--- src/rtl/endstop_oversample_trigger_unit_assert.svh ---
// Assertion macros for the endstop oversample trigger unit.
`ifndef ENDSTOP_OVERSAMPLE_TRIGGER_UNIT_ASSERT_SVH
`define ENDSTOP_OVERSAMPLE_TRIGGER_UNIT_ASSERT_SVH

// A condition that must hold now implies a consequence in the same cycle.
`define EOT_ASSERT_SAME(label, cond, cons) \
   label: assert property (@(posedge clock) disable iff (reset) (cond) |-> (cons)) \
      else $error("eot: same-cycle check failed");

// A condition that must hold now implies a consequence in the next cycle.
`define EOT_ASSERT_NEXT(label, cond, cons) \
   label: assert property (@(posedge clock) disable iff (reset) (cond) |=> (cons)) \
      else $error("eot: next-cycle check failed");

`endif

--- src/rtl/eot_pkg.sv ---
// Package with the request codes and register map of the endstop oversample trigger unit.
package eot_pkg;

   localparam int unsigned TIME_WIDTH  = 32;
   localparam int unsigned COUNT_WIDTH = 8;
   localparam int unsigned CSR_ADDR_WIDTH = 5;
   localparam int unsigned CSR_DATA_WIDTH = 32;

   typedef enum logic [1:0] {
      REQ_TICK    = 2'd0,
      REQ_ARM     = 2'd1,
      REQ_RECOVER = 2'd2
   } req_code_type;

   typedef enum logic [2:0] {
      CSR_SAMPLE_INTERVAL = 3'd0,
      CSR_SAMPLE_TOTAL    = 3'd1,
      CSR_REST_INTERVAL   = 3'd2,
      CSR_ACTIVE_LEVEL    = 3'd3,
      CSR_REASON_CODE     = 3'd4
   } csr_index_type;

endpackage

--- src/rtl/endstop_oversample_trigger_unit.sv ---
// Top level of the endstop oversample trigger unit: homing endstop qualifier.
//
//   channel  direction  handshake             payload
//   req      in         req_valid/req_stall   req_type, now_clock, pin_level, start_clock
//   rsp      out        rsp_valid/rsp_stall   triggered, cause_code, homing, resume_time,
//                                             pin_now
//   csr      in         APB-style write/read  registers at byte address 4*index
//
// Each beat is evaluated in the cycle it is accepted and its result appears in the
// output register in the next cycle; one beat per cycle is sustained while rsp_stall is low.
// A new beat is taken whenever the output register is empty or drained in that cycle.
// Synchronous reset clears the CSR and control state and the output valid, but not the response payload.
module endstop_oversample_trigger_unit (
   input  logic        clock,
   input  logic        reset,
   input  logic        req_valid,
   output logic        req_stall,
   input  logic [1:0]  req_type,
   input  logic [31:0] req_now_clock,
   input  logic        req_pin_level,
   input  logic [31:0] req_start_clock,
   output logic        rsp_valid,
   input  logic        rsp_stall,
   output logic        rsp_triggered,
   output logic [7:0]  rsp_cause_code,
   output logic        rsp_homing,
   output logic [31:0] rsp_resume_time,
   output logic        rsp_pin_now,
   input  logic        csr_psel,
   input  logic        csr_penable,
   input  logic        csr_pwrite,
   input  logic [eot_pkg::CSR_ADDR_WIDTH-1:0] csr_paddr,
   input  logic [eot_pkg::CSR_DATA_WIDTH-1:0] csr_pwdata,
   output logic [eot_pkg::CSR_DATA_WIDTH-1:0] csr_prdata,
   output logic        csr_pready
);

   logic [eot_pkg::TIME_WIDTH-1:0]  sample_interval_ff, sample_interval_in;
   logic [eot_pkg::COUNT_WIDTH-1:0] sample_total_ff, sample_total_in;
   logic [eot_pkg::TIME_WIDTH-1:0]  rest_interval_ff, rest_interval_in;
   logic                            active_level_ff, active_level_in;
   logic [eot_pkg::COUNT_WIDTH-1:0] reason_code_ff, reason_code_in;

   logic [eot_pkg::TIME_WIDTH-1:0]  wake_time_ff, wake_time_in;
   logic [eot_pkg::TIME_WIDTH-1:0]  saved_wake_ff, saved_wake_in;
   logic [eot_pkg::COUNT_WIDTH-1:0] matches_left_ff, matches_left_in;
   logic                            homing_flag_ff, homing_flag_in;
   logic                            oversampling_ff, oversampling_in;
   logic                            timer_running_ff, timer_running_in;

   logic                            rsp_valid_ff, rsp_valid_in;
   logic                            rsp_triggered_ff, rsp_triggered_in;
   logic [eot_pkg::COUNT_WIDTH-1:0] rsp_reason_ff, rsp_reason_in;
   logic                            rsp_homing_ff, rsp_homing_in;
   logic [eot_pkg::TIME_WIDTH-1:0]  rsp_resume_time_ff, rsp_resume_time_in;
   logic                            rsp_pin_ff, rsp_pin_in;

   logic                            req_accept;
   logic                            csr_write;
   eot_pkg::csr_index_type          csr_index;
   eot_pkg::req_code_type           req_code;
   logic [eot_pkg::TIME_WIDTH-1:0]  elapsed;
   logic [eot_pkg::TIME_WIDTH-1:0]  rest_next;
   logic [eot_pkg::TIME_WIDTH-1:0]  sample_next;
   logic [eot_pkg::COUNT_WIDTH-1:0] left_next;
   logic                            pin_match;
   logic                            fired;

   assign req_stall  = rsp_valid_ff & rsp_stall;
   assign req_accept = req_valid & ~req_stall;

   assign csr_pready = 1'b1;
   assign csr_write  = csr_psel & csr_penable & csr_pwrite & csr_pready;
   assign csr_index  = eot_pkg::csr_index_type'(csr_paddr[4:2]);

   always_comb begin
      csr_prdata = '0;
      unique case (csr_index)
         eot_pkg::CSR_SAMPLE_INTERVAL: csr_prdata = sample_interval_ff;
         eot_pkg::CSR_SAMPLE_TOTAL:    csr_prdata = {24'd0, sample_total_ff};
         eot_pkg::CSR_REST_INTERVAL:   csr_prdata = rest_interval_ff;
         eot_pkg::CSR_ACTIVE_LEVEL:    csr_prdata = {31'd0, active_level_ff};
         eot_pkg::CSR_REASON_CODE:     csr_prdata = {24'd0, reason_code_ff};
         default:                      csr_prdata = '0;
      endcase
   end

   always_comb begin
      sample_interval_in = sample_interval_ff;
      sample_total_in    = sample_total_ff;
      rest_interval_in   = rest_interval_ff;
      active_level_in    = active_level_ff;
      reason_code_in     = reason_code_ff;
      if (csr_write) begin
         unique case (csr_index)
            eot_pkg::CSR_SAMPLE_INTERVAL: sample_interval_in = csr_pwdata;
            eot_pkg::CSR_SAMPLE_TOTAL:    sample_total_in    = csr_pwdata[7:0];
            eot_pkg::CSR_REST_INTERVAL:   rest_interval_in   = csr_pwdata;
            eot_pkg::CSR_ACTIVE_LEVEL:    active_level_in    = csr_pwdata[0];
            eot_pkg::CSR_REASON_CODE:     reason_code_in     = csr_pwdata[7:0];
            default: ;
         endcase
      end
   end

   assign req_code    = eot_pkg::req_code_type'(req_type);
   assign elapsed     = req_now_clock - wake_time_ff;
   assign rest_next   = wake_time_ff + rest_interval_ff;
   assign sample_next = wake_time_ff + sample_interval_ff;
   assign left_next   = matches_left_ff - 8'd1;
   assign pin_match   = (req_pin_level == active_level_ff);

   always_comb begin
      wake_time_in     = wake_time_ff;
      saved_wake_in    = saved_wake_ff;
      matches_left_in  = matches_left_ff;
      homing_flag_in   = homing_flag_ff;
      oversampling_in  = oversampling_ff;
      timer_running_in = timer_running_ff;
      fired            = 1'b0;
      if (req_accept) begin
         case (req_code)
            eot_pkg::REQ_TICK: begin
               if (timer_running_ff && !elapsed[31]) begin
                  if (!oversampling_ff && !pin_match) begin
                     wake_time_in = rest_next;
                  end else if (!pin_match) begin
                     oversampling_in = 1'b0;
                     wake_time_in    = saved_wake_ff;
                     matches_left_in = sample_total_ff;
                  end else begin
                     if (!oversampling_ff) begin
                        saved_wake_in   = rest_next;
                        oversampling_in = 1'b1;
                     end
                     if (left_next == '0) begin
                        timer_running_in = 1'b0;
                        fired            = 1'b1;
                     end else begin
                        matches_left_in = left_next;
                        wake_time_in    = sample_next;
                     end
                  end
               end
            end
            eot_pkg::REQ_ARM: begin
               timer_running_in = 1'b0;
               wake_time_in     = req_start_clock;
               if (sample_total_ff == '0) begin
                  homing_flag_in = 1'b0;
               end else begin
                  oversampling_in  = 1'b0;
                  matches_left_in  = sample_total_ff;
                  homing_flag_in   = 1'b1;
                  timer_running_in = 1'b1;
               end
            end
            eot_pkg::REQ_RECOVER: begin
               timer_running_in = 1'b0;
               matches_left_in  = sample_total_ff;
               homing_flag_in   = 1'b0;
            end
            default: ;
         endcase
      end
   end

   always_comb begin
      rsp_valid_in       = rsp_valid_ff & rsp_stall;
      rsp_triggered_in   = rsp_triggered_ff;
      rsp_reason_in      = rsp_reason_ff;
      rsp_homing_in      = rsp_homing_ff;
      rsp_resume_time_in = rsp_resume_time_ff;
      rsp_pin_in         = rsp_pin_ff;
      if (req_accept) begin
         rsp_valid_in       = 1'b1;
         rsp_triggered_in   = fired;
         rsp_reason_in      = fired ? reason_code_ff : '0;
         rsp_homing_in      = homing_flag_in;
         rsp_resume_time_in = saved_wake_in;
         rsp_pin_in         = req_pin_level;
      end
   end

   always_ff @(posedge clock) begin
      if (reset) begin
         sample_interval_ff <= '0;
         sample_total_ff    <= '0;
         rest_interval_ff   <= '0;
         active_level_ff    <= 1'b0;
         reason_code_ff     <= '0;
         wake_time_ff       <= '0;
         saved_wake_ff      <= '0;
         matches_left_ff    <= '0;
         homing_flag_ff     <= 1'b0;
         oversampling_ff    <= 1'b0;
         timer_running_ff   <= 1'b0;
         rsp_valid_ff       <= 1'b0;
      end else begin
         sample_interval_ff <= sample_interval_in;
         sample_total_ff    <= sample_total_in;
         rest_interval_ff   <= rest_interval_in;
         active_level_ff    <= active_level_in;
         reason_code_ff     <= reason_code_in;
         wake_time_ff       <= wake_time_in;
         saved_wake_ff      <= saved_wake_in;
         matches_left_ff    <= matches_left_in;
         homing_flag_ff     <= homing_flag_in;
         oversampling_ff    <= oversampling_in;
         timer_running_ff   <= timer_running_in;
         rsp_valid_ff       <= rsp_valid_in;
      end
   end

   always_ff @(posedge clock) begin
      rsp_triggered_ff   <= rsp_triggered_in;
      rsp_reason_ff      <= rsp_reason_in;
      rsp_homing_ff      <= rsp_homing_in;
      rsp_resume_time_ff <= rsp_resume_time_in;
      rsp_pin_ff         <= rsp_pin_in;
   end

   assign rsp_valid       = rsp_valid_ff;
   assign rsp_triggered   = rsp_triggered_ff;
   assign rsp_cause_code  = rsp_reason_ff;
   assign rsp_homing      = rsp_homing_ff;
   assign rsp_resume_time = rsp_resume_time_ff;
   assign rsp_pin_now     = rsp_pin_ff;

`include "endstop_oversample_trigger_unit_assert.svh"

   // The timer only runs while homing is armed.
   `EOT_ASSERT_SAME(a_running_needs_homing, timer_running_ff, homing_flag_ff)
   // A delivered trigger always reports an armed homing flag.
   `EOT_ASSERT_SAME(a_trigger_reports_homing, rsp_valid_ff && rsp_triggered_ff, rsp_homing_ff)
   // Firing the trigger stops the timer.
   `EOT_ASSERT_NEXT(a_fire_stops_timer, fired, !timer_running_ff && rsp_triggered_ff)

endmodule
--- config.mk ---
export PLATFORM = sky130hd
export DESIGN_NAME = endstop_oversample_trigger_unit
export DESIGN_NICKNAME = d
export VERILOG_FILES = /design/src/rtl/eot_pkg.sv /design/src/rtl/endstop_oversample_trigger_unit.sv
export VERILOG_INCLUDE_DIRS = /design/src /design/src/rtl
export SDC_FILE = /design/constraint.sdc
export NUM_CORES = 1
export LEC_CHECK = 0
export BUFFER_PORTS_ARGS = -buffer_cell sky130_fd_sc_hd__buf_2
export CORE_ASPECT_RATIO = 0.75
export CORE_UTILIZATION = 45
export CTS_CLUSTER_DIAMETER = 40
export CTS_CLUSTER_SIZE = 14
export DETAILED_ROUTE_END_ITERATION = 8
export GPL_ROUTABILITY_DRIVEN = 0
export PLACE_DENSITY = 0.78
export SLEW_MARGIN = 20
export SYNTH_ARGS = -nofsm -noshare
export SYNTH_HDL_FRONTEND = slang
export SYNTH_SLANG_ARGS = --single-unit
--- constraint.sdc ---
create_clock -name clock -period 5.15 [get_ports clock]
set_input_delay 1.03 -clock clock [delete_from_list [all_inputs] [get_ports clock]]
set_output_delay 1.03 -clock clock [all_outputs]
set_load 0.005 [all_outputs]
==> metrics.txt, run 1 <==
# TYPE chip_impl_metric gauge
chip_impl_info{name="run_status",value="complete, no violations"} 1
chip_impl_metric{name="synthCells",unit=""} 1558
chip_impl_metric{name="viasPerCell",unit=""} 5.987
chip_impl_metric{name="timing.critical_path.arrival",unit="ns"} 4.26
chip_impl_metric{name="mapped_nets",unit=""} 1768
chip_impl_metric{name="clock_skew",unit="ns"} 0.01812
chip_impl_info{name="cpMaxStageDelayCell",value="or3b_1"} 1
chip_impl_metric{name="post-route-min-period",unit="ns"} 3.885
chip_impl_info{name="yosys_most_used_dff",value="dfxtp_1"} 1
chip_impl_metric{name="port_buffers",unit=""} 185
chip_impl_info{name="tritoncts",value="yes"} 1
chip_impl_metric{name="final_core_util",unit=""} 0.5279
chip_impl_metric{name="final_net_count",unit=""} 1898
chip_impl_metric{name="drt.antenna.violating_nets",unit=""} 0
chip_impl_metric{name="final_design_area_no_fill",unit="mm²"} 0.01491
chip_impl_metric{name="clockBufferDepth",unit=""} 2
chip_impl_metric{name="synth.yosys.seq_area_share",unit=""} 0.3398
chip_impl_info{name="worst_hold_check_path_type",value="reg -> reg"} 1
chip_impl_info{name="synth_top_cell_by_area",value="dfxtp_1"} 1
chip_impl_metric{name="dp_cells",unit=""} 2054
chip_impl_metric{name="fin_worst_hold_slack",unit="ns"} 0.4710
chip_impl_metric{name="num_io_pins",unit=""} 189
chip_impl_metric{name="synth_enable_flop_cells",unit=""} 43
chip_impl_metric{name="dp.final_hpwl",unit="mm"} 32.04
chip_impl_metric{name="worst_skew_pair_later_pin_latency",unit="ns"} 0.46
chip_impl_metric{name="vdd_ir_drop_max",unit="V"} 0.0002149
chip_impl_metric{name="drc_errors",unit=""} 0
chip_impl_metric{name="drv_slew",unit=""} 0
chip_impl_metric{name="fin_setup_tns",unit="ns"} 0
chip_impl_metric{name="max_freq",unit="MHz"} 257.4
chip_impl_info{name="timing_worst_setup_path_type",value="in -> reg"} 1
chip_impl_info{name="synth.top_cells.by_area",value="dfxtp_1, edfxtp_1, ha_1"} 1
chip_impl_metric{name="async_sr_flop_fraction",unit=""} 0
chip_impl_metric{name="first_pass_iteration_count_of_the_detailed_router",unit=""} 6
chip_impl_metric{name="gr-total-overflow",unit=""} 0
chip_impl_metric{name="crit_path_max_fanout",unit=""} 17
chip_impl_metric{name="synthesis.yosys.warnings",unit=""} 0
chip_impl_metric{name="post_dp_cell_area",unit="mm²"} 0.01426
chip_impl_info{name="crit_chain",value="buf_2 > ha_1 > a21o_1 > a221o_1 > a22oi_2 > o211ai_2 > a2111oi_4 > or3_1 > nand4_2 > or3b_1 > a31oi_1"} 1
chip_impl_metric{name="tritoncts_num_sinks",unit=""} 200
chip_impl_metric{name="syn_avg_cell_area",unit="µm²"} 8.377
chip_impl_metric{name="relSlewSlack",unit=""} 0.2902
chip_impl_metric{name="synth_top_area_frac",unit=""} 0.2408
chip_impl_metric{name="vias",unit=""} 12510
chip_impl_metric{name="gr-usage-all-layers",unit=""} 0.2820
chip_impl_metric{name="final_min_period_over_clock_period",unit=""} 0.7545
chip_impl_metric{name="tritoncts.num_buffers",unit=""} 17
chip_impl_metric{name="holdBufCountCts",unit=""} 0
chip_impl_metric{name="wire_length_of_the_first_global_routing_pass",unit="mm"} 64.68
chip_impl_info{name="unrepaired_setup_endpoints_after_global_routing",value="no"} 1
chip_impl_metric{name="drive_above_1_share",unit=""} 0.1693
chip_impl_metric{name="initialDrtViolationCount",unit=""} 1425
chip_impl_metric{name="final-hold-violation-count",unit=""} 0
chip_impl_metric{name="die_w",unit="µm"} 198.6
chip_impl_metric{name="die_area",unit="mm²"} 0.02969
chip_impl_info{name="synthTopCellsByCount",value="nand2_1, a21oi_1, dfxtp_1"} 1
chip_impl_info{name="clk_root_buffer_cell",value="clkbuf_16"} 1
chip_impl_metric{name="synthesis.area",unit="mm²"} 0.01305
chip_impl_metric{name="fp.coreArea",unit="mm²"} 0.02825
chip_impl_metric{name="fp.dieH",unit="µm"} 149.5
chip_impl_metric{name="synth.ff_latch_count",unit=""} 200
chip_impl_metric{name="routed_wire_length_per_instance",unit="µm"} 20.28
chip_impl_metric{name="post_cts.resized_instances",unit=""} 0
chip_impl_metric{name="area_growth",unit="%"} 14.27
chip_impl_metric{name="pwr_density_cell",unit="mW/mm²"} 240.8
chip_impl_metric{name="instances_no_fill",unit=""} 2089
chip_impl_metric{name="leakagePower",unit="nW"} 6.342
chip_impl_metric{name="timing.critical_path.required",unit="ns"} 5.53
chip_impl_metric{name="grt_max_degree",unit=""} 84
chip_impl_metric{name="timing.critical_path.slowest_cell_delay",unit="ns"} 0.49
chip_impl_metric{name="route.final.wire_length",unit="mm"} 42.36
chip_impl_info{name="yosys.cell_count.top_type",value="nand2_1"} 1
chip_impl_metric{name="yosys.cell_types.count",unit=""} 82
chip_impl_info{name="kind_of_start_point_of_the_critical_path",value="input pin"} 1
chip_impl_metric{name="antenna_found_initial",unit=""} 3
chip_impl_metric{name="finalSetupViolations",unit=""} 0
chip_impl_metric{name="worstMarginPinSlew",unit="ns"} 1.064
chip_impl_metric{name="htree_num_levels",unit=""} 4
chip_impl_metric{name="vias_in_the_first_global_route",unit=""} 11610
chip_impl_metric{name="clock_pin_slew_on_the_worst_setup_and_hold_paths",unit="ns"} 0.09
chip_impl_info{name="setup.worst_path.end_class",value="flip-flop"} 1
chip_impl_metric{name="max_cap_viol_count",unit=""} 0
chip_impl_metric{name="post-cts-setup-buffers",unit=""} 0
chip_impl_metric{name="placementRows",unit=""} 53
chip_impl_metric{name="floorplan.initialDensity",unit=""} 0.4620
-- final timing paths --
kind	from	endpoint	slack, ns	cells after the start
setup reg to reg	wake_time_ff[18]	matches_left_ff[0]	1.38	11
hold / removal	matches_left_ff[1]	matches_left_ff[1]	0.47	2
setup / recovery	req_now_clock[16]	matches_left_ff[0]	1.26	11
hold reg to reg	matches_left_ff[1]	matches_left_ff[1]	0.47	2
-- per-layer routing --
| layer | track usage | wire [µm] | vias up |
|---|---|---|---|
| li1 | - | - | 5891 |
| met1 | 0.4039 | 18770 | 5815 |
| met2 | 0.3988 | 17140 | 709 |
| met3 | 0.09533 | 5473 | 90 |
| met4 | 0.07654 | 960 | 2 |
| met5 | 0 | 13 | - |
-- through the flow --
step	power, W	setup WS [ns]
finish	0.003592	1.265
global route	0.003701	1.168
CTS	0.003582	1.362
detailed placement	0.002178	0.8919
global placement	0.002162	1.006
floorplan	0.001993	0.8734
-- area by class of cell --
type / instances / area (µm²)
Tap cell: 385 / 481.7
Timing Repair Buffer: 199 / 1046
Antenna cell: 3 / 7.507
Sequential cell: 200 / 4434
Fill cell: 2619 / 13340
Multi-Input combinational cell: 1207 / 8075
Clock buffer: 17 / 425.4
Inverter: 63 / 236.5
Clock inverter: 15 / 206.4
-- sequential cells by signal, summed over array words and instances (netlist names), 8 cells and up --
signal and count:
rest_interval_ff 32, rsp_resume_time 32, sample_interval_ff 32, saved_wake_ff 32, wake_time_ff 32, matches_left_ff 8, reason_code_ff 8, rsp_cause_code 8
sample_total_ff 8
-- placed cells by master (no fill, tap or decap), drive strengths merged, types with 15 or more instances in the layout --
master  instances
nor3           24
nand2         235
xnor2          35
dfxtp         157
a21oi         182
a211oi         36
a21o           28
buf           199
xor2           28
nand3          18
nor2          105
a22o           25
mux2           33
edfxtp         43
clkbuf         17
inv            71
nand4          21
ha             97
and3           15
and2           39
mux2i          34
o21ai          62
-- power by group --
group          internal (W)  switching [W]  total, W
sequential          0.00163      0.0000353   0.00167
combinational      0.000178       0.000314  0.000492
clock              0.000677       0.000754   0.00143
-- logic make-up (layout without fill, tap and decap cells) --
kind of cell,count (synthesis),in the layout,share of synthesized area
AO/OA/AOI/OAI,462,462,0.2299
buffers and inverters,151,294,0.04602
other,1,4,0.0002873
flip-flops,200,200,0.3398
XOR/XNOR,63,63,0.04285
multiplexers,67,67,0.06231
adder cells (fa/ha/maj),99,99,0.09606
AND/OR/NAND/NOR,515,515,0.1828
-- worst max-delay path, delay by kind of cell --
kind | cells | cell delay [ns]
buffers and inverters | 1 | 0.10
AO/OA/AOI/OAI | 6 | 1.56
adder cells (fa/ha/maj) | 1 | 0.29
AND/OR/NAND/NOR | 3 | 1.28
(Power assumes the default switching activity.)
==> run 2, diff against run 1 <==
ABC_AREA = 1   (was not set)
PLACE_DENSITY = 0.77   (was 0.78)
clock period = 3.4 ns   (was 5.15 ns; I/O delays follow)
==> metrics.txt, run 2 <==
# TYPE chip_impl_metric gauge
chip_impl_info{name="run_status",value="complete, no violations"} 1
chip_impl_metric{name="drive_above_1_share",unit=""} 0.1329
chip_impl_metric{name="route.final.wire_length",unit="mm"} 49.70
chip_impl_metric{name="num_io_pins",unit=""} 189
chip_impl_metric{name="routed_wire_length_per_instance",unit="µm"} 16.65
chip_impl_metric{name="post-cts-setup-buffers",unit=""} 0
chip_impl_metric{name="gr-usage-all-layers",unit=""} 0.2916
chip_impl_metric{name="syn_avg_cell_area",unit="µm²"} 6.307
chip_impl_metric{name="viasPerCell",unit=""} 5.407
chip_impl_metric{name="synth_top_area_frac",unit=""} 0.2100
chip_impl_metric{name="timing.critical_path.required",unit="ns"} 3.58
chip_impl_info{name="crit_chain",value="inv_1 > ha_1 > nand2_1 > nor2_1 > nand4_1 > and2b_1 > nand2_1 > nand3_2 > nand3_4 > nor2_8 > nand2_4 > buf_12 > o21ai_1 > inv_1"} 1
chip_impl_metric{name="dp_worst_setup_slack",unit="ns"} 0.1253
chip_impl_metric{name="holdPathStages",unit=""} 3
chip_impl_metric{name="timing.critical_path.slowest_cell_delay",unit="ns"} 0.45
chip_impl_metric{name="gr-usage-met3",unit=""} 0.05113
chip_impl_metric{name="synth_enable_flop_cells",unit=""} 43
chip_impl_info{name="timing_worst_setup_path_type",value="reg -> reg"} 1
chip_impl_metric{name="relSlewSlack",unit=""} 0.3128
chip_impl_info{name="unrepaired_setup_endpoints_after_global_routing",value="no"} 1
chip_impl_metric{name="die_area",unit="mm²"} 0.03400
chip_impl_info{name="r2r-start",value="wake_time_ff[22]"} 1
chip_impl_info{name="grt_most_used_layer",value="met1"} 1
chip_impl_metric{name="fp.coreArea",unit="mm²"} 0.03252
chip_impl_metric{name="layout_setup_ws",unit="ns"} 0.2867
chip_impl_metric{name="timing.critical_path.arrival",unit="ns"} 3.30
chip_impl_metric{name="clockBufferDepth",unit=""} 2
chip_impl_metric{name="finalSetupViolations",unit=""} 0
chip_impl_info{name="worst_hold_check_path_type",value="in -> reg"} 1
chip_impl_metric{name="area_growth",unit="%"} 13.50
chip_impl_metric{name="final-hold-violation-count",unit=""} 0
chip_impl_info{name="yosys_most_used_dff",value="dfxtp_1"} 1
chip_impl_metric{name="grt_max_degree",unit=""} 53
chip_impl_metric{name="worstMarginPinSlew",unit="ns"} 1.024
chip_impl_metric{name="clock_skew",unit="ns"} 0.02862
chip_impl_metric{name="drv_slew",unit=""} 0
chip_impl_metric{name="holdBufCountCts",unit=""} 0
chip_impl_info{name="layout.cells.most_common_list",value="nand2_1, inv_1, nor2_1, buf_2, dfxtp_1"} 1
chip_impl_metric{name="wire_length_of_the_first_global_routing_pass",unit="mm"} 77.21
chip_impl_metric{name="leakagePower",unit="nW"} 9.183
chip_impl_metric{name="post-route-min-period",unit="ns"} 3.113
chip_impl_metric{name="fin_setup_tns",unit="ns"} 0
chip_impl_metric{name="antenna_found_initial",unit=""} 1
chip_impl_info{name="synthTopCellsByCount",value="nand2_1, inv_1, nor2_1"} 1
chip_impl_info{name="critical-path-top-delay-family",value="simple AND/OR/NAND/NOR gates"} 1
chip_impl_metric{name="crit_path_max_fanout",unit=""} 22
chip_impl_metric{name="synth.yosys.seq_area_share",unit=""} 0.2963
chip_impl_metric{name="port_buffers",unit=""} 185
chip_impl_info{name="synth_top_cell_by_area",value="dfxtp_1"} 1
chip_impl_metric{name="final_net_count",unit=""} 2740
chip_impl_info{name="kind_of_start_point_of_the_critical_path",value="flip-flop"} 1
chip_impl_metric{name="synthesis.yosys.warnings",unit=""} 0
chip_impl_metric{name="drc_errors",unit=""} 0
chip_impl_info{name="yosys.cell_count.top_type",value="nand2_1"} 1
chip_impl_metric{name="synthCells",unit=""} 2373
chip_impl_info{name="mostFrequentLayoutCell",value="nand2_1"} 1
chip_impl_metric{name="vias",unit=""} 16140
chip_impl_info{name="clk_root_buffer_cell",value="clkbuf_16"} 1
chip_impl_metric{name="final_min_period_over_clock_period",unit=""} 0.9157
chip_impl_metric{name="pwr_density_cell",unit="mW/mm²"} 338.5
chip_impl_metric{name="fp.dieH",unit="µm"} 159.9
chip_impl_metric{name="placementRows",unit=""} 57
chip_impl_metric{name="met2_usage",unit=""} 0.4311
chip_impl_metric{name="floorplan.initialDensity",unit=""} 0.4602
chip_impl_metric{name="worstRegToRegCells",unit=""} 14
chip_impl_info{name="hold_start",value="csr_pwdata[22]"} 1
chip_impl_metric{name="first_pass_iteration_count_of_the_detailed_router",unit=""} 6
chip_impl_info{name="setup.worst_path.start",value="wake_time_ff[22]"} 1
chip_impl_metric{name="vias_in_the_first_global_route",unit=""} 14520
chip_impl_metric{name="async_sr_flop_fraction",unit=""} 0
chip_impl_info{name="setup.worst_path.end_class",value="flip-flop"} 1
chip_impl_metric{name="yosys.cell_types.count",unit=""} 53
chip_impl_info{name="tritoncts",value="yes"} 1
chip_impl_info{name="synth.top_cells.by_area",value="dfxtp_1, nand2_1, inv_1"} 1
chip_impl_metric{name="htree_num_levels",unit=""} 4
chip_impl_metric{name="grt.met1_usage",unit=""} 0.4357
chip_impl_metric{name="initialDrtViolationCount",unit=""} 1912
chip_impl_metric{name="worst_skew_pair_later_pin_latency",unit="ns"} 0.45
chip_impl_info{name="cpMaxStageDelayCell",value="dfxtp_1"} 1
chip_impl_metric{name="synth.ff_latch_count",unit=""} 200
chip_impl_metric{name="tritoncts_num_sinks",unit=""} 200
chip_impl_metric{name="max_freq",unit="MHz"} 321.2
chip_impl_metric{name="vdd_ir_drop_max",unit="V"} 0.0003201
chip_impl_metric{name="drt.antenna.violating_nets",unit=""} 0
chip_impl_metric{name="tritoncts.num_buffers",unit=""} 17
chip_impl_metric{name="diodes_inserted",unit=""} 0
chip_impl_metric{name="mapped_nets",unit=""} 2583
chip_impl_metric{name="die_w",unit="µm"} 212.6
chip_impl_metric{name="gr-total-overflow",unit=""} 0
chip_impl_metric{name="total_number_of_cells_along_the_worst_setup_path",unit=""} 14
chip_impl_metric{name="cp.buffers_inverters",unit=""} 3
chip_impl_metric{name="synthesis.area",unit="mm²"} 0.01497
chip_impl_metric{name="dp.final_hpwl",unit="mm"} 39.46
chip_impl_metric{name="max_cap_viol_count",unit=""} 0
chip_impl_metric{name="post_cts.resized_instances",unit=""} 0
chip_impl_metric{name="clock_pin_slew_on_the_worst_setup_and_hold_paths",unit="ns"} 0.10
==> run 2: changes by cell type after synthesis, moves of 18 or more <==
cell | before | now
nand2_1 | 235 | 692
inv_1 | 63 | 366
nor2_1 | 104 | 308
nand3_1 | 18 | 142
a21oi_1 | 181 | 92
o21ai_0 | 62 | 143
a211oi_1 | 36 | 0
mux2i_1 | 34 | 0
xnor2_1 | 34 | 6
mux2_4 | 27 | 0
and2_1 | 36 | 10
clkbuf_1 | 74 | 49
a21o_1 | 28 | 5
o21ai_1 | 0 | 18
==> run 2: worst paths after layout <==
check,to,slack [ns]
min reg2reg,reason_code_ff[6],0.48
min,sample_interval_ff[22],0.46
max reg2reg,rsp_resume_time[12],0.29
max,rsp_resume_time[12],0.29
==> run 2: power breakdown <==
part / internal [W] / switching (W) / total, W
clock: 0.00103 / 0.00115 / 0.00219
sequential: 0.00249 / 0.0000659 / 0.00256
combinational: 0.000343 / 0.000665 / 0.00101
==> run 2: cell type report <==
cell class              instances  area [µm²]
clock buffers                  17       425.4
clock inverters                15       210.2
fillers                      3217       15530
inverters                     376        1414
multi-input cells            1723        8771
flip-flops and latches        200        4434
well taps                     442       553.0
repair buffers                212        1179
==> run 2: routing by layer <==
metal | share of wire | vias to the layer above
li1 | - | 7826
met1 | 0.44 | 7297
met2 | 0.41 | 933
met3 | 0.13 | 84
met4 | 0.020 | 0
met5 | 0 | -
==> run 2: tightest hold or removal path, cell delays in order <==
cell	delay [ns]
buf_2	0.08
nor2_1	0.04
nor2_1	0.08
==> run 2: cell families (layout without fill, tap and decap cells) <==
| kind of cell | count (synthesis) | count (layout) | synth area share |
|---|---|---|---|
| AND/OR/NAND/NOR | 1286 | 1286 | 0.3659 |
| other | 1 | 1 | 0.0002506 |
| multiplexers | 1 | 1 | 0.0007524 |
| adder cells (fa/ha/maj) | 99 | 99 | 0.08377 |
| XOR/XNOR | 21 | 21 | 0.01229 |
| buffers and inverters | 450 | 620 | 0.1183 |
| flip-flops | 200 | 200 | 0.2963 |
| AO/OA/AOI/OAI | 315 | 315 | 0.1224 |
==> run 2: through the flow <==
step | cell area, µm² | hold WS, ns | util | power, W | instances
2_1_floorplan | 14970 | 0.4445 | - | 0.003215 | 2373
3_3_place_gp | 16350 | 0.4624 | 0.5028 | 0.003548 | 2953
3_5_place_dp | 16350 | 0.4710 | 0.5028 | 0.003574 | 2953
4_1_cts | 16990 | 0.4469 | 0.5223 | 0.005735 | 2985
5_1_grt | 16990 | 0.4578 | 0.5223 | 0.005952 | 2985
6_report | 16990 | 0.4610 | 0.5223 | 0.005750 | 2985
==> run 3, diff against run 2 <==
CORE_UTILIZATION = 54   (was 45)
PLACE_DENSITY = 0.88   (was 0.77)
==> metrics.txt, run 3 (same netlist as run 2, synthesis figures left out) <==
# TYPE chip_impl_metric gauge
chip_impl_info{name="tritoncts",value="yes"} 1
chip_impl_metric{name="pwr_density_cell",unit="mW/mm²"} 339.8
chip_impl_metric{name="first_pass_iteration_count_of_the_detailed_router",unit=""} 9
chip_impl_metric{name="gr-usage-all-layers",unit=""} 0.3449
chip_impl_metric{name="worstMarginPinSlew",unit="ns"} 0.9723
chip_impl_metric{name="timing.critical_path.required",unit="ns"} 3.60
chip_impl_info{name="clk_root_buffer_cell",value="clkbuf_16"} 1
chip_impl_info{name="violations",value="design-rule violations"} 1
chip_impl_metric{name="placementRows",unit=""} 52
chip_impl_metric{name="clock_skew",unit="ns"} 0.01731
chip_impl_metric{name="clockBufferDepth",unit=""} 2
chip_impl_metric{name="max_freq",unit="MHz"} 320.8
chip_impl_metric{name="floorplan.initialDensity",unit=""} 0.5516
chip_impl_metric{name="htree_num_levels",unit=""} 4
chip_impl_metric{name="vias",unit=""} 16700
chip_impl_metric{name="drc_errors",unit=""} 2
chip_impl_metric{name="port_buffers",unit=""} 185
chip_impl_info{name="worst_hold_check_path_type",value="in -> reg"} 1
chip_impl_metric{name="crit_path_max_fanout",unit=""} 20
chip_impl_metric{name="final_net_count",unit=""} 2740
chip_impl_info{name="kind_of_start_point_of_the_critical_path",value="flip-flop"} 1
chip_impl_metric{name="route.final.wire_length",unit="mm"} 49.54
chip_impl_metric{name="layout_setup_ws",unit="ns"} 0.2823
chip_impl_metric{name="vias_in_the_first_global_route",unit=""} 15190
chip_impl_info{name="run_status",value="finished with violations"} 1
chip_impl_metric{name="diodes_inserted",unit=""} 0
chip_impl_metric{name="leakagePower",unit="nW"} 9.167
chip_impl_metric{name="timing.critical_path.arrival",unit="ns"} 3.31
chip_impl_metric{name="wire_length_of_the_first_global_routing_pass",unit="mm"} 77.57
chip_impl_metric{name="grt_max_degree",unit=""} 51
chip_impl_metric{name="tritoncts.num_buffers",unit=""} 17
chip_impl_info{name="timing_worst_setup_path_type",value="reg -> reg"} 1
chip_impl_metric{name="gr-total-overflow",unit=""} 0
chip_impl_metric{name="final-hold-violation-count",unit=""} 0
chip_impl_metric{name="drive_above_1_share",unit=""} 0.1329
chip_impl_metric{name="post_cts.resized_instances",unit=""} 0
chip_impl_metric{name="die_w",unit="µm"} 194.2
chip_impl_metric{name="die_area",unit="mm²"} 0.02839
chip_impl_metric{name="post-route-min-period",unit="ns"} 3.118
chip_impl_metric{name="drv_slew",unit=""} 0
chip_impl_metric{name="num-fill-cells",unit=""} 2380
chip_impl_metric{name="initialDrtViolationCount",unit=""} 2327
chip_impl_metric{name="fp.dieH",unit="µm"} 146.2
chip_impl_metric{name="fp.coreArea",unit="mm²"} 0.02713
chip_impl_metric{name="holdBufCountCts",unit=""} 0
chip_impl_metric{name="num_io_pins",unit=""} 189
chip_impl_metric{name="drt.antenna.violating_nets",unit=""} 0
chip_impl_metric{name="area_growth",unit="%"} 12.43
chip_impl_metric{name="dp.final_hpwl",unit="mm"} 38.46
chip_impl_metric{name="clock_pin_slew_on_the_worst_setup_and_hold_paths",unit="ns"} 0.08
chip_impl_metric{name="routed_wire_length_per_instance",unit="µm"} 17.12
chip_impl_metric{name="fin_setup_tns",unit="ns"} 0
chip_impl_info{name="setup.worst_path.end_class",value="flip-flop"} 1
chip_impl_info{name="mostFrequentLayoutCell",value="nand2_1"} 1
chip_impl_metric{name="dp_worst_setup_slack",unit="ns"} 0.1942
chip_impl_metric{name="vdd_ir_drop_max",unit="V"} 0.0002936
chip_impl_info{name="unrepaired_setup_endpoints_after_global_routing",value="no"} 1
chip_impl_info{name="layout.cells.most_common_list",value="nand2_1, inv_1, nor2_1, buf_2, dfxtp_1"} 1
chip_impl_metric{name="post-cts-setup-buffers",unit=""} 0
chip_impl_metric{name="antenna_found_initial",unit=""} 1
chip_impl_metric{name="final_min_period_over_clock_period",unit=""} 0.9170
chip_impl_metric{name="final_total_power",unit="W"} 0.005718
chip_impl_metric{name="max_cap_viol_count",unit=""} 0
chip_impl_metric{name="worst_skew_pair_later_pin_latency",unit="ns"} 0.45
chip_impl_metric{name="tritoncts_num_sinks",unit=""} 200
chip_impl_metric{name="final_core_util",unit=""} 0.6202
chip_impl_metric{name="relSlewSlack",unit=""} 0.3478
chip_impl_metric{name="viasPerCell",unit=""} 5.770
chip_impl_metric{name="finalSetupViolations",unit=""} 0
run 3: changes by cell type in the layout (fill, tap and decap cells not counted):
cell and delta:
clkinv_8 -1, clkinv_4 +2, clkinvlp_4 -1, inv_16 -2, inv_8 +3, inv_6 -1, buf_12 -2, buf_4 +2
run 3: worst paths after layout:
kind / from / endpoint / slack, ns / cells past startpoint
worst max register to register: wake_time_ff[21] / rsp_resume_time[8] / 0.28 / 14
worst min register to register: rsp_valid / rsp_valid / 0.48 / 2
worst max-delay path: wake_time_ff[21] / rsp_resume_time[8] / 0.28 / 14
worst min-delay path: req_pin_level / rsp_pin_now / 0.44 / 1
run 3: layout make-up:
class	count	area, µm²	share of cell area
clock buffer	17	425.4	0.02528
sequential	200	4434	0.2635
inverter	376	1414	0.08403
tap	351	439.2	0.02610
multi-input combinational	1723	8771	0.5213
timing repair buffer	212	1154	0.06856
clock inverter	15	188.9	0.01123
run 3: critical path, stage by stage, from the launching register on:
cell	delay [ns]
dfxtp_1	0.43
inv_1	0.10
ha_1	0.30
nand2_1	0.08
nor2_1	0.22
nand4_1	0.20
and2b_1	0.30
nand2_1	0.10
nand3_2	0.08
nand3_4	0.15
nor2_8	0.22
nand2_4	0.19
buf_4	0.22
o21ai_1	0.21
inv_1	0.06
run 3: routing by layer:
layer | routed length (µm) | vias to the layer above | GRT usage
li1 | - | 7796 | -
met3 | 8041 | 192 | 0.09818
met2 | 19990 | 1257 | 0.5058
met1 | 19640 | 7452 | 0.4779
met5 | 13 | - | 0
met4 | 1847 | 2 | 0.1317
run 3: where the power goes:
group	total (W)	switching, W	internal [W]
clock	0.00214	0.00112	0.00101
sequential	0.00256	0.0000681	0.00249
combinational	0.00102	0.000679	0.000343
total	0.00572	0.00187	0.00385
run 3: through the flow:
stage	hold slack, ns	instance area [µm²]	instances
2_1_floorplan	0.4445	14970	2373
3_3_place_gp	0.4604	16210	2862
3_5_place_dp	0.4693	16210	2862
4_1_cts	0.4362	16830	2894
5_1_grt	0.4338	16830	2894
6_report	0.4424	16830	2894
